--- config.mk ---
export PLATFORM = sky130hd
export DESIGN_NAME = utf8_stream_validator_unit
export DESIGN_NICKNAME = d
export VERILOG_FILES = /design/src/sv/u8sv_pkg.sv /design/src/sv/u8sv_in_stage.sv /design/src/sv/u8sv_check.sv /design/src/sv/u8sv_out_stage.sv /design/src/sv/utf8_stream_validator_unit.sv
export VERILOG_INCLUDE_DIRS = /design/src /design/src/sv
export SDC_FILE = /design/constraint.sdc
export NUM_CORES = 1
export LEC_CHECK = 0
export BUFFER_PORTS_ARGS = -buffer_cell sky130_fd_sc_hd__buf_4
export CAP_MARGIN = 20
export CORE_MARGIN = 2
export CORE_UTILIZATION = 45
export DETAILED_ROUTE_END_ITERATION = 8
export HOLD_SLACK_MARGIN = 0.03
export PLACE_DENSITY = 0.71
export SLEW_MARGIN = 20
export SYNTH_ARGS = -nofsm -noshare
export SYNTH_HDL_FRONTEND = slang
export SYNTH_SLANG_ARGS = --single-unit
--- constraint.sdc ---
create_clock -name clk_i -period 1.7 [get_ports clk_i]
set_input_delay 0.085 -clock clk_i [delete_from_list [all_inputs] [get_ports clk_i]]
set_output_delay 0.085 -clock clk_i [all_outputs]
set_load 0.02 [all_outputs]
--- src/sv/utf8_stream_validator_unit_macros.svh ---
// Assertion macros used by the UTF-8 stream validator top level.
`ifndef UTF8_STREAM_VALIDATOR_UNIT_MACROS_SVH
`define UTF8_STREAM_VALIDATOR_UNIT_MACROS_SVH

// Same-cycle implication, checked out of reset.
`define U8SV_ASSERT_IMPL(label, clk, rst_n, ante, cons) \
  label: assert property (@(posedge clk) disable iff (!rst_n) (ante) |-> (cons)) \
    else $error("u8sv: same-cycle check failed");

// Next-cycle implication, checked out of reset.
`define U8SV_ASSERT_NEXT(label, clk, rst_n, ante, cons) \
  label: assert property (@(posedge clk) disable iff (!rst_n) (ante) |=> (cons)) \
    else $error("u8sv: next-cycle check failed");

`endif

--- src/sv/u8sv_pkg.sv ---
// Types, byte codes and byte classifier for the UTF-8 stream validator.
package u8sv_pkg;

  localparam logic [7:0] ContMask  = 8'b1100_0000;
  localparam logic [7:0] ContCode  = 8'b1000_0000;
  localparam logic [7:0] AsciiBit  = 8'b1000_0000;
  localparam logic [7:0] Lead2Mask = 8'b1110_0000;
  localparam logic [7:0] Lead2Code = 8'b1100_0000;
  localparam logic [7:0] Lead3Mask = 8'b1111_0000;
  localparam logic [7:0] Lead3Code = 8'b1110_0000;
  localparam logic [7:0] Lead4Mask = 8'b1111_1000;
  localparam logic [7:0] Lead4Code = 8'b1111_0000;

  typedef enum logic [2:0] {
    BC_ZERO,
    BC_ASCII,
    BC_CONT,
    BC_LEAD2,
    BC_LEAD3,
    BC_LEAD4,
    BC_BAD
  } u8sv_byte_class_e;

  // Input item as it sits in the input register.
  typedef struct packed {
    logic [7:0] data_byte;
    logic       no_byte;
    logic       last;
  } u8sv_item_t;

  // Verdict handed to the result register.
  typedef struct packed {
    logic push;
    logic is_valid;
  } u8sv_result_t;

  // Running per-string state.
  typedef struct packed {
    logic [1:0] pending;
    logic       failed;
  } u8sv_state_t;

  function automatic u8sv_byte_class_e u8sv_classify(input logic [7:0] b);
    u8sv_byte_class_e cls;
    if (b == 8'h00) begin
      cls = BC_ZERO;
    end else if ((b & AsciiBit) == 8'h00) begin
      cls = BC_ASCII;
    end else if ((b & ContMask) == ContCode) begin
      cls = BC_CONT;
    end else if ((b & Lead2Mask) == Lead2Code) begin
      cls = BC_LEAD2;
    end else if ((b & Lead3Mask) == Lead3Code) begin
      cls = BC_LEAD3;
    end else if ((b & Lead4Mask) == Lead4Code) begin
      cls = BC_LEAD4;
    end else begin
      cls = BC_BAD;
    end
    return cls;
  endfunction

endpackage

--- src/sv/u8sv_in_stage.sv ---
// Input register stage of the UTF-8 stream validator.
module u8sv_in_stage
  import u8sv_pkg::*;
(
  input  logic       clk_i,
  input  logic       rst_ni,
  input  logic       in_valid_i,
  output logic       in_stall_o,
  input  logic [7:0] data_byte_i,
  input  logic       no_byte_i,
  input  logic       last_i,
  input  logic       consume_i,
  output logic       vld_o,
  output u8sv_item_t item_o
);

  logic       vld_q;
  logic       vld_d;
  u8sv_item_t item_q;
  logic       take;

  // Stall only while a held item cannot leave this cycle.
  assign in_stall_o = vld_q & ~consume_i;
  assign take       = in_valid_i & ~in_stall_o;

  always_comb begin
    vld_d = vld_q;
    if (take) begin
      vld_d = 1'b1;
    end else if (consume_i) begin
      vld_d = 1'b0;
    end
  end

  always_ff @(posedge clk_i or negedge rst_ni) begin
    if (!rst_ni) begin
      vld_q <= 1'b0;
    end else begin
      vld_q <= vld_d;
    end
  end

  always_ff @(posedge clk_i) begin
    if (take) begin
      item_q <= '{data_byte: data_byte_i, no_byte: no_byte_i, last: last_i};
    end
  end

  assign vld_o  = vld_q;
  assign item_o = item_q;

endmodule

--- src/sv/u8sv_check.sv ---
// Per-string rule check: byte classification, owed-continuation count, verdict.
module u8sv_check
  import u8sv_pkg::*;
(
  input  logic         clk_i,
  input  logic         rst_ni,
  input  logic         vld_i,
  input  u8sv_item_t   item_i,
  input  logic         out_free_i,
  output logic         consume_o,
  output u8sv_result_t result_o,
  output u8sv_state_t  state_o
);

  u8sv_state_t      state_q;
  u8sv_state_t      state_d;
  u8sv_state_t      step;
  u8sv_byte_class_e cls;

  assign cls = u8sv_classify(item_i.data_byte);

  // Items without a verdict always drain; a verdict needs room downstream.
  assign consume_o = vld_i & (~item_i.last | out_free_i);

  always_comb begin
    step = state_q;
    if (!item_i.no_byte && !state_q.failed) begin
      if (state_q.pending != 2'd0) begin
        if (cls == BC_CONT) begin
          step.pending = state_q.pending - 2'd1;
        end else begin
          step.failed  = 1'b1;
          step.pending = 2'd0;
        end
      end else begin
        case (cls)
          BC_ASCII: step.pending = 2'd0;
          BC_LEAD2: step.pending = 2'd1;
          BC_LEAD3: step.pending = 2'd2;
          BC_LEAD4: step.pending = 2'd3;
          default:  step.failed  = 1'b1;
        endcase
      end
    end
  end

  always_comb begin
    state_d = state_q;
    if (consume_o) begin
      state_d = item_i.last ? '0 : step;
    end
  end

  always_ff @(posedge clk_i or negedge rst_ni) begin
    if (!rst_ni) begin
      state_q <= '0;
    end else begin
      state_q <= state_d;
    end
  end

  assign result_o.push     = consume_o & item_i.last;
  assign result_o.is_valid = ~step.failed & (step.pending == 2'd0);
  assign state_o           = state_q;

endmodule

--- src/sv/u8sv_out_stage.sv ---
// Result register of the UTF-8 stream validator.
module u8sv_out_stage
  import u8sv_pkg::*;
(
  input  logic         clk_i,
  input  logic         rst_ni,
  input  u8sv_result_t result_i,
  output logic         out_free_o,
  output logic         out_valid_o,
  input  logic         out_stall_i,
  output logic         is_valid_o
);

  logic vld_q;
  logic vld_d;
  logic is_valid_q;

  assign out_free_o = ~vld_q | ~out_stall_i;

  always_comb begin
    vld_d = vld_q;
    if (result_i.push) begin
      vld_d = 1'b1;
    end else if (vld_q && !out_stall_i) begin
      vld_d = 1'b0;
    end
  end

  always_ff @(posedge clk_i or negedge rst_ni) begin
    if (!rst_ni) begin
      vld_q <= 1'b0;
    end else begin
      vld_q <= vld_d;
    end
  end

  always_ff @(posedge clk_i) begin
    if (result_i.push) begin
      is_valid_q <= result_i.is_valid;
    end
  end

  assign out_valid_o = vld_q;
  assign is_valid_o  = is_valid_q;

endmodule

--- src/sv/utf8_stream_validator_unit.sv ---
// UTF-8 stream validator: per-string verdict under simplified UTF-8 rules.
//
// Feed one byte per input transfer; the transfer with last_i high closes the
// string and yields exactly one output transfer carrying is_valid_o. A zero
// byte, a stray continuation byte, a byte 11111xxx, a missing continuation
// or a string that ends while continuations are still owed makes the verdict
// 0; overlong forms and surrogates are not checked. A transfer with
// no_byte_i high carries no byte: with last_i low it changes nothing and
// returns nothing, with last_i high it just closes the string (an empty
// string reads as valid). Throughput is one transfer per clock while
// in_stall_o is low. An accepted closing transfer sits in the input
// register, where the byte is classified and the two-bit owed-continuation
// count and fail flag advance; it leaves once the result register has room,
// and the verdict enters the result register and raises out_valid_o. The
// result register frees the input side, so a new byte is taken while a
// verdict still waits; in_stall_o rises only when the input register
// holds a closing item and the result register is full and stalled.
// No clearing pass after reset.
`include "utf8_stream_validator_unit_macros.svh"

module utf8_stream_validator_unit
  import u8sv_pkg::*;
(
  input  logic       clk_i,
  input  logic       rst_ni,
  input  logic       in_valid_i,
  output logic       in_stall_o,
  input  logic [7:0] data_byte_i,
  input  logic       no_byte_i,
  input  logic       last_i,
  output logic       out_valid_o,
  input  logic       out_stall_i,
  output logic       is_valid_o
);

  logic         in_vld;
  u8sv_item_t   in_item;
  logic         consume;
  logic         out_free;
  u8sv_result_t result;
  u8sv_state_t  state;

  // Hold the incoming transfer.
  u8sv_in_stage u_in_stage (
    .clk_i       (clk_i),
    .rst_ni      (rst_ni),
    .in_valid_i  (in_valid_i),
    .in_stall_o  (in_stall_o),
    .data_byte_i (data_byte_i),
    .no_byte_i   (no_byte_i),
    .last_i      (last_i),
    .consume_i   (consume),
    .vld_o       (in_vld),
    .item_o      (in_item)
  );

  // Advance the string state and form the verdict.
  u8sv_check u_check (
    .clk_i      (clk_i),
    .rst_ni     (rst_ni),
    .vld_i      (in_vld),
    .item_i     (in_item),
    .out_free_i (out_free),
    .consume_o  (consume),
    .result_o   (result),
    .state_o    (state)
  );

  // Park the verdict until the consumer takes it.
  u8sv_out_stage u_out_stage (
    .clk_i       (clk_i),
    .rst_ni      (rst_ni),
    .result_i    (result),
    .out_free_o  (out_free),
    .out_valid_o (out_valid_o),
    .out_stall_i (out_stall_i),
    .is_valid_o  (is_valid_o)
  );

  // A verdict only leaves the check stage for a closing item with room ahead.
  `U8SV_ASSERT_IMPL(a_push_on_last, clk_i, rst_ni, result.push, in_vld && in_item.last && out_free)
  // Input stalls only while the input register is occupied.
  `U8SV_ASSERT_IMPL(a_stall_when_full, clk_i, rst_ni, in_stall_o, in_vld)
  // Closing a string returns the string state to its idle value.
  `U8SV_ASSERT_NEXT(a_state_clears, clk_i, rst_ni, result.push, state == '0)
  // A pushed verdict appears at the output on the next cycle.
  `U8SV_ASSERT_NEXT(a_push_shows, clk_i, rst_ni, result.push, out_valid_o)

endmodule

==> results of run 1 <==
==> power breakdown <==
| part | leakage, nW | internal (mW) | switching [mW] |
|---|---|---|---|
| Sequential | 0.171 | 0.455 | 0.0243 |
| Clock | 0.0154 | 0.0852 | 0.121 |
| Combinational | 0.304 | 0.136 | 0.110 |
| Total | 0.491 | 0.676 | 0.255 |
==> critical path, stage by stage (launching register included) <==
cell	delay, ps
edfxtp_1	440
nor4_4	330
and3_1	210
or2_0	150
a311o_1	200
and3b_1	180
==> per-layer routing <==
| metal | GRT usage | up-vias |
|---|---|---|
| met1 | 0.240 | 314 |
| met5 | 0 | - |
| met2 | 0.338 | 15 |
| li1 | - | 320 |
| met4 | 0.133 | 0 |
| met3 | 0.0490 | 4 |
==> logic make-up after synthesis <==
group	share of synthesized area
fa+ha+maj	0.0172
buf+inv	0.0206
flops	0.625
compound gates	0.132
simple gates	0.204
==> sequential cells by signal, summed over array words and instances (netlist names) <==
| signal | flops |
|---|---|
| u_in_stage.vld_o | 1 |
| u_out_stage.is_valid_o | 1 |
| u_out_stage.out_valid_o | 1 |
| u_in_stage.item_o | 10 |
| u_check.state_o | 3 |
==> cells in the mapped netlist, drive strengths merged (2+ instances only) <==
master / number / area (um2)
nand2: 4 / 15.0
o21ai: 2 / 10.0
and3: 2 / 12.5
nand4: 3 / 18.8
nand2b: 3 / 18.8
edfxtp: 11 / 330
a21oi: 4 / 20.0
inv: 4 / 15.0
nand3: 3 / 15.0
nor2: 6 / 22.5
dfrtp: 5 / 125
==> timing repair <==
| action | in CTS | in global routing |
|---|---|---|
| hold buffers | 13 | 0 |
| pin swaps | 2 | 4 |
| hold endpoints to repair | 17 | 0 |
| setup buffers | 1 | 0 |
| setup endpoints to repair | 2 | 3 |
| gates resized for setup | 3 | 2 |
==> final timing paths <==
| path | from | end | slack, ps | depth (start not counted) |
|---|---|---|---|---|
| max | u_in_stage.item_o[8] | u_out_stage.is_valid_o | -40 | 5 |
| max in group asynchronous | rst_ni | u_out_stage.out_valid_o | 1470 | 2 |
| min | rst_ni | u_check.state_o[0] | 130 | 2 |
| max reg2reg | u_in_stage.item_o[8] | u_out_stage.is_valid_o | -40 | 5 |
| min in group clk_i | last_i | u_in_stage.item_o[0] | 510 | 2 |
| min reg2reg | u_in_stage.item_o[0] | u_check.state_o[1] | 570 | 1 |
==> cell type report <==
| type | count | area (um2) | share of cell area |
|---|---|---|---|
| Timing Repair Buffer | 38 | 318 | 0.281 |
| Inverter | 4 | 15.0 | 0.0133 |
| Multi-Input combinational cell | 42 | 297 | 0.262 |
| Sequential cell | 16 | 455 | 0.403 |
| Clock inverter | 1 | 3.75 | 0.00332 |
| Clock buffer | 3 | 22.5 | 0.0199 |
| Tap cell | 16 | 20.0 | 0.0177 |
==> metrics by stage <==
stage                     setup WS [ps]  setup TNS (ps)
after detailed placement           -108            -108
after global routing               -136            -337
after global placement            -54.0           -54.0
after floorplan                    39.7               0
final                             -41.0           -59.3
after CTS                          5.19               0
==> results.md, run 1 <==
- Via-to-Cell Ratio: 5.44
- Worst Path Max Fanout: 2
- CTS clk-pin slew, worst paths: 90 ps
- Die area: 0.00196 mm2
- Core Util, Final: 0.751
- Post-Syn Area: 728 um2
- Async SR Flop Fraction: 0.313
- Final min period: 1740 ps
- Slew @ Worst Pin: 465 ps
- Highest Signal Layer: met4
- DRT Wirelength: 1720 um
- Number of enable flip-flop cells after synthesis: 11
- Tcrit/Tclk final: 1.02
- Max VDD drop: 0.627 mV
- Max Cap Viol: 0
- Most frequent cells in the layout: 25 x buf_4, 13 x dlygate4sd3_1, 11 x edfxtp_1
- Row count: 14
- Post-DP HPWL: 1100 um
- Port buffer count: 16
- Die Height: 44.2 um
- Synth cell types: 27
- CTS tree: done
- Routability congestion estimate: 0.848
- Syn_area_per_cell: 11.7 um2
- All-Layer GR Usage: 0.206
- TritonRoute pass-1 iters: 4
- Pleak: 0.491 nW
- Power Density: 823 mW/mm2
- Ys flop type: edfxtp_1
- Syn Nets: 77
- Share of cells above drive strength 1: 0.317
- FF+latch count, synth: 16
- Antenna violations before repair: 0
- Vias: 653
- N_diodes: 0
- ANT nets after route: 0
- Yosys warnings: 0
- Final worst setup slack: -41.0 ps
- RSZ-0062 raised after global routing: yes
- Global route total overflow: 0
- CP Class: reg2reg
- Rel. slew slack: 0.690
- Core Box Area: 0.00151 mm2
- Non-Filler Instances: 120
- Crit end category: register
- First-pass GRT wire length: 2850 um
- FMAX: 574 MHz
- # setup viols final: 3
- Initial core utilization: 0.483
- Clk_lat worst skew: 280 ps
- Nets: 120
- Clk buf depth: 2
- DRC Markers: 0
- Layout fillers: 100
- Hold Path Class: in2async
- CTS Root Cell: clkbuf_4
- Die width: 44.2 um
- Fin. max-slew vios: 0
- # clock sinks: 16
- Num ports: 17
- WL/cell: 14.4 um
- Status: complete, but fails checks
- CP Data Required Time: 1750 ps
- DRT iter0 DRCs: 17
- Worst path arrival time: 1790 ps
- # H-tree levels: 1
- Largest net degree at the start of global routing: 11
- Routed length on met3: 54 um
- Most common cell after layout, fill and taps aside: buf_4
- DP Area: 936 um2
- Seq/Total Area, Yosys: 0.625
- Met1 Wirelength: 737 um
- WHS: 127 ps
- Area Growth Syn to Fin: 55.3%
- Failing checks: negative setup slack
- Clk_skew: 2.52 ps
- CP startpoint kind: register
- CTS buffer count: 3
- Fin. Hold Viols: 0
- Fin area: 0.00113 mm2
- Vias in the first global route: 681
- Total Power: 931 uW
- Placed Cells: 102
- DR WL met2: 899 um
- Gate Count Post-Synth: 62
Note: power is estimated with default switching activity, not from simulation.
==> run 2, diff against run 1 <==
Settings changed: BUFFER_PORTS_ARGS -buffer_cell sky130_fd_sc_hd__buf_4 to -buffer_cell sky130_fd_sc_hd__buf_2, CELL_PAD_IN_SITES_DETAIL_PLACEMENT set to 1, CELL_PAD_IN_SITES_GLOBAL_PLACEMENT set to 2, CORE_UTILIZATION 45 to 29, PLACE_DENSITY 0.71 to not set, PLACE_DENSITY_LB_ADDON set to 0.1, SETUP_SLACK_MARGIN set to 0.02.
==> run 2 against run 1 <==
Net effect: the run now ends clean; cell count grew 14%; sequential share of layout area shrank 0.27 points; clock power is 2% lower; combinational power decreased by 2%; total power is 1.0% lower; first-iteration DRC count shrank 65%; via count increased by 0.46%; routed wire length is 0.64% lower; utilization decreased by 28 points; clock skew grew 0.60 ps; hold slack improved by 14 ps; cell area up 0.66%; largest cell class unchanged; largest power group unchanged.
==> results.md, run 2 (synthesis results as in run 1) <==
- First-pass GRT wire length: 2890 um (was 2850 um)
- Area Growth Syn to Fin: 56.4% (was 55.3%)
- DRT iter0 DRCs: 6 (was 17)
- Share of cells above drive strength 1: 0.355 (was 0.317)
- Core Util, Final: 0.468 (was 0.751)
- CTS buffer count: 3 (unchanged)
- Global route total overflow: 0 (unchanged)
- Antenna violations before repair: 0 (unchanged)
- Final worst setup slack: 1.19 ps (was -41.0 ps)
- # H-tree levels: 1 (unchanged)
- Die Height: 54.1 um (was 44.2 um)
- Hold Path Class: in2async (unchanged)
- Die width: 54.1 um (was 44.2 um)
- RSZ-0062 raised after global routing: yes (unchanged)
- N_diodes: 0 (unchanged)
- All-Layer GR Usage: 0.139 (was 0.206)
- ANT nets after route: 0 (unchanged)
- Status: complete, no violations (was complete, but fails checks)
- Rel. slew slack: 0.711 (was 0.690)
- TritonRoute pass-1 iters: 4 (unchanged)
- Dpl ws: -92.3 ps (was -108 ps)
- Initial core utilization: 0.299 (was 0.483)
- CTS clk-pin slew, worst paths: 90 ps (about the same)
- Clk buf depth: 2 (unchanged)
- WL/cell: 12.5 um (was 14.4 um)
- CP Data Required Time: 1740 ps (was 1750 ps)
- Power Density: 809 mW/mm2 (was 823 mW/mm2)
- DRC Markers: 0 (unchanged)
- Fin. max-slew vios: 0 (unchanged)
- Pleak: 0.501 nW (was 0.491 nW)
- Worst path arrival time: 1740 ps (was 1790 ps)
- CP Class: reg2reg (unchanged)
- Tcrit/Tclk final: 0.999 (was 1.02)
- Layout fillers: 279 (was 100)
- Fin. Hold Viols: 0 (unchanged)
- Routability congestion estimate: 0.807 (was 0.848)
- Final min period: 1700 ps (was 1740 ps)
- Crit end category: register (unchanged)
- DRT Wirelength: 1710 um (was 1720 um)
- Max VDD drop: 0.398 mV (was 0.627 mV)
- Max Cap Viol: 0 (unchanged)
- # setup viols final: 0 (was 3)
- Worst Path Max Fanout: 2 (unchanged)
- Nets: 123 (was 120)
- Slew @ Worst Pin: 433 ps (was 465 ps)
- Post-DP HPWL: 1270 um (was 1100 um)
- DP Area: 943 um2 (was 936 um2)
- Setup Fix Bufs, Post-CTS: 0 (was 1)
- FMAX: 589 MHz (was 574 MHz)
- Die area: 0.00293 mm2 (was 0.00196 mm2)
- Fin area: 0.00114 mm2 (was 0.00113 mm2)
- Max reg flops: 10 (unchanged)
- CP startpoint kind: register (unchanged)
- Clk_lat worst skew: 280 ps (about the same)
- Largest net degree at the start of global routing: 11 (unchanged)
- Row count: 18 (was 14)
- CTS tree: done (unchanged)
- Vias: 656 (was 653)
- Most common cell after layout, fill and taps aside: buf_2 (was buf_4)
- Port buffer count: 16 (unchanged)
- Core Box Area: 0.00243 mm2 (was 0.00151 mm2)
- Clk_skew: 3.13 ps (was 2.52 ps)
- Vias in the first global route: 679 (was 681)
- CTS Root Cell: clkbuf_4 (unchanged)
- Num ports: 17 (unchanged)
- Via-to-Cell Ratio: 4.79 (was 5.44)
- Most frequent cells in the layout: 16 x buf_2, 13 x dlygate4sd3_1, 11 x buf_4, 11 x edfxtp_1, 6 x nor2_1 (was 25 x buf_4, 13 x dlygate4sd3_1, 11 x edfxtp_1)
- # clock sinks: 16 (unchanged)
-- run 2: worst paths after layout --
| path | startpoint | slack, ps | to | cells after the start |
|---|---|---|---|---|
| min in group clk_i | last_i | 510 | u_in_stage.item_o[0] | 2 |
| max in group asynchronous | rst_ni | 1420 | u_check.state_o[0] | 2 |
| min | rst_ni | 140 | u_check.state_o[1] | 2 |
| max reg2reg | u_in_stage.item_o[5] | 1 | u_out_stage.is_valid_o | 6 |
| max | u_in_stage.item_o[5] | 1 | u_out_stage.is_valid_o | 6 |
| min reg2reg | u_in_stage.item_o[0] | 550 | u_check.state_o[1] | 1 |
-- run 2: critical path, cell delays in order (launching register included) --
cell and delay [ps]:
edfxtp_1 450, buf_6 150, nand4_1 100, nand3_1 110
o41ai_2 390, a21oi_1 80, and3b_1 180
-- run 2: layer usage --
metal  routed length, um  global-route usage
met1                 811               0.181
met2                 831               0.213
met3                  59              0.0417
met4                   9              0.0583
met5                   0                   0
-- run 2: per-stage QoR --
stage	power [mW]	cells	hold WS [ps]	TNS, ps
after floorplan	0.586	62	-211	0
after global placement	0.685	120	-90.3	-6.62
after detailed placement	0.690	120	-87.8	-104
after CTS	0.923	137	131	-1.29
after global routing	0.984	137	133	-214
final	0.921	137	142	0
-- run 2: area by class of cell --
cell class                 count  area [um2]  share of cell area
tap                           30        37.5              0.0330
inverter                       4        15.0              0.0132
timing repair buffer          41         304               0.267
sequential                    16         455               0.400
clock inverter                 1        3.75             0.00330
clock buffer                   3        22.5              0.0198
multi-input combinational     42         300               0.264
-- run 2: report_power, final --
| group | switching [mW] | total [mW] | internal [mW] |
|---|---|---|---|
| registers | 0.0251 | 0.480 | 0.455 |
| clock network | 0.116 | 0.201 | 0.0852 |
| logic | 0.109 | 0.240 | 0.131 |
-- run 2: repair_timing --
item,in CTS,in global routing
pin swaps,4,5
gates resized for setup,5,4
setup endpoints to repair,2,3
cloned,0,0
hold endpoints to repair,17,0
hold buffers,13,0
==> run 3, diff against run 2 <==
Settings changed: BUFFER_PORTS_ARGS -buffer_cell sky130_fd_sc_hd__buf_2 to not set, CORE_UTILIZATION 29 to 35, DONT_BUFFER_PORTS set to 1, SYNTH_HIERARCHICAL set to 1.
==> run 3 against run 2 <==
Net effect: routed wire length shrank 9.5%; sequential power increased by 5.4%; synthesized cell count up 4.8%; global-route usage grew 0.63 points; hold slack worse by 54 ps; utilization rose by 2.2 points; first-iteration DRC count shrank 67%; area after synthesis is 9.6% higher; critical endpoint is now u_out_stage/is_valid_o; largest power group unchanged; highest routed layer unchanged.
==> results.md, run 3 <==
- Clk_skew: 1.84 ps (was 3.13 ps)
- Fin area: 0.00107 mm2 (was 0.00114 mm2)
- Post-synth top area cell: edfxtp_1 (unchanged)
- Commonest cells in the netlist: 11 x edfxtp_1, 6 x nor2_1, 5 x dfrtp_1, 5 x inv_1 (was 11 x edfxtp_1, 6 x nor2_1, 5 x dfrtp_1)
- First-pass GRT wire length: 2740 um (was 2890 um)
- Status: complete, no violations (unchanged)
- All-Layer GR Usage: 0.145 (was 0.139)
- Post-DP HPWL: 1210 um (was 1270 um)
- WHS: 87.4 ps (was 142 ps)
- Share of cells above drive strength 1: 0.256 (was 0.355)
- Most common cell in the netlist: edfxtp_1 (unchanged)
- Most frequent cells in the layout: 13 x dlygate4sd3_1, 11 x edfxtp_1, 9 x buf_4 (was 16 x buf_2, 13 x dlygate4sd3_1, 11 x buf_4, 11 x edfxtp_1, 6 x nor2_1)
- Synth top area cells: edfxtp_1 41%, dfrtp_1 16%, a21o_1 2.8% (was edfxtp_1 45%, dfrtp_1 17%, nor2_1 3.1%)
- Register-to-Register Path Depth: 6 (unchanged)
- Clk_lat worst skew: 280 ps (about the same)
- CP Data Required Time: 1750 ps (was 1740 ps)
- Gate Count Post-Synth: 65 (was 62)
- Adder-cell share of the synthesized area: 0.0157 (was 0.0172)
- Ys flop type: edfxtp_1 (unchanged)
- Fin. Hold Viols: 0 (unchanged)
- Row count: 17 (was 18)
- ANT nets after route: 0 (unchanged)
- Largest net degree at the start of global routing: 11 (unchanged)
- Area Growth Syn to Fin: 34.5% (was 56.4%)
- FF+latch count, synth: 16 (unchanged)
- Via-to-Cell Ratio: 4.96 (was 4.79)
- Worst reg2reg path endpoint: u_out_stage/is_valid_o (was u_out_stage.is_valid_o)
- Area share of the largest cell type after synthesis: 0.414 (was 0.454)
- CTS tree: done (unchanged)
- CTS buffer count: 3 (unchanged)
- Pleak: 0.434 nW (was 0.501 nW)
- DP Area: 895 um2 (was 943 um2)
- Dpl ws: -31.8 ps (was -92.3 ps)
- Mux contribution to synthesized area: 0 (unchanged)
- Final min period: 1690 ps (was 1700 ps)
- Async SR Flop Fraction: 0.313 (unchanged)
- DRC Markers: 0 (unchanged)
- Tcrit/Tclk final: 0.995 (was 0.999)
- Simple-gate area share of the yosys netlist: 0.202 (was 0.204)
- Largest family of logic cells by synthesized area: simple AND/OR/NAND/NOR gates (unchanged)
- Placed Cells: 98 (was 120)
- Syn Nets: 80 (was 77)
- Port buffer count: 0 (was 16)
- DRT Wirelength: 1550 um (was 1710 um)
- Non-Filler Instances: 118 (was 137)
- Worst R2R Setup Slack: 9 ps (was 1 ps)
- Crit end category: register (unchanged)
- Slew @ Worst Pin: 409 ps (was 433 ps)
- Yosys warnings: 6 (was 0)
- FMAX: 591 MHz (was 589 MHz)
- Post-Synth XOR/XNOR Area: 0 (unchanged)
- Post-synthesis compound-gate area fraction: 0.172 (was 0.132)
- Global route total overflow: 0 (unchanged)
- Synth cell types: 33 (was 27)
- RSZ-0062 raised after global routing: yes (unchanged)
- Post-Syn Area: 798 um2 (was 728 um2)
- CP Class: reg2reg (unchanged)
- # setup viols final: 0 (unchanged)
- Max reg flops: 10 (unchanged)
- Core Box Area: 0.00219 mm2 (was 0.00243 mm2)
- Hold Path Class: in2async (unchanged)
- Seq/Total Area, Yosys: 0.571 (was 0.625)
- Initial core utilization: 0.364 (was 0.299)
- TritonRoute pass-1 iters: 4 (unchanged)
- # clock sinks: 16 (unchanged)
- CTS clk-pin slew, worst paths: 100 ps (was 90 ps)
- R2R Path Start: u_check/state_o[2] (was u_in_stage.item_o[5])
- Vias: 585 (was 656)
- Syn_area_per_cell: 12.3 um2 (was 11.7 um2)
- N_diodes: 0 (unchanged)
- Area of the multi-input gates: 333 um2 (was 300 um2)
- Final worst setup slack: 9.29 ps (was 1.19 ps)
- # H-tree levels: 1 (unchanged)
- Sequential cell area: 455 um2 (unchanged)
- Most common cell after layout, fill and taps aside: dlygate4sd3_1 (was buf_2)
- Worst path arrival time: 1740 ps (about the same)
- WL/cell: 13.1 um (was 12.5 um)
- Vias in the first global route: 598 (was 679)
- CP startpoint kind: register (unchanged)
- Antenna violations before repair: 0 (unchanged)
- Max Cap Viol: 0 (unchanged)
- CTS Root Cell: clkbuf_4 (unchanged)
- Power Density: 885 mW/mm2 (was 809 mW/mm2)
- Die width: 51.8 um (was 54.1 um)
- Max VDD drop: 0.439 mV (was 0.398 mV)
- Die Height: 51.8 um (was 54.1 um)
- Worst Path Max Fanout: 2 (unchanged)
- Fin. max-slew vios: 0 (unchanged)
- Rel. slew slack: 0.727 (was 0.711)
- DRT iter0 DRCs: 2 (was 6)
- Die area: 0.00268 mm2 (was 0.00293 mm2)
- Clk buf depth: 2 (unchanged)
- Num ports: 17 (unchanged)
- Number of enable flip-flop cells after synthesis: 11 (unchanged)
- Nets: 106 (was 123)
- Layout fillers: 249 (was 279)
- Routability congestion estimate: 0.714 (was 0.807)
-- run 3: cell types whose count changed in the layout (fill, tap and decap cells not counted), sizes merged, moves of 3 or more --
cell and delta:
buf -19, inv +3, a21oi -3, nand3 -3
-- run 3: critical path: stages (launching register included) --
cell and delay [ps]:
dfrtp_1 400, inv_2 80, ha_4 200, nor4b_4 230, nor2_1 80, a221oi_2 260, and3b_1 200
-- run 3: final cells by class --
type,instances,area share
sequential,16,0.424
multi-input combinational,41,0.310
timing repair buffer,22,0.184
clock buffer,3,0.0210
clock inverter,1,0.00350
tap,28,0.0326
inverter,7,0.0245
-- run 3: logic make-up (layout without fill, tap and decap cells) --
family          count (synthesis)  in the layout
compound gates                 17             17
fa+ha+maj                       1              1
buf+inv                         8             33
flops                          16             16
simple gates                   23             23
-- run 3: per-layer routing --
layer | track usage | vias up | share of wire
met4 | 0.0658 | 0 | 0.0090
met1 | 0.201 | 278 | 0.50
met3 | 0.0345 | 2 | 0.022
met5 | 0 | - | 0
li1 | - | 296 | -
met2 | 0.216 | 9 | 0.47
-- run 3: report_power, final --
part	leakage, nW	switching [mW]	internal [mW]
sequential	0.169	0.0437	0.462
combinational	0.250	0.110	0.129
clock	0.0154	0.120	0.0850
total	0.434	0.273	0.677
-- run 3: worst max path at each step --
stage,from,to
2_1_floorplan,u_check/state_o[1],u_out_stage/is_valid_o
3_3_place_gp,u_check/state_o[1],u_out_stage/is_valid_o
3_5_place_dp,u_check/state_o[2],u_out_stage/is_valid_o
4_1_cts,u_check/state_o[2],u_out_stage/is_valid_o
5_1_grt,u_check/state_o[2],u_out_stage/is_valid_o
6_report,u_check/state_o[2],u_out_stage/is_valid_o
-- run 3: repair_timing --
action	in CTS	in global routing
endpoints found under the hold margin	17	0
hold buffers	13	0
setup endpoints to repair	1	2
gates resized for setup	1	1
pin swaps	4	2
setup buffers	2	1
-- run 3: stage by stage --
step / util / setup TNS [ps] / total power [mW]
floorplan: - / 0 / 0.653
global placement: 0.408 / 0 / 0.712
detailed placement: 0.408 / -31.8 / 0.715
CTS: 0.487 / -9.68 / 0.952
global route: 0.490 / -73.3 / 1.02
finish: 0.490 / 0 / 0.950
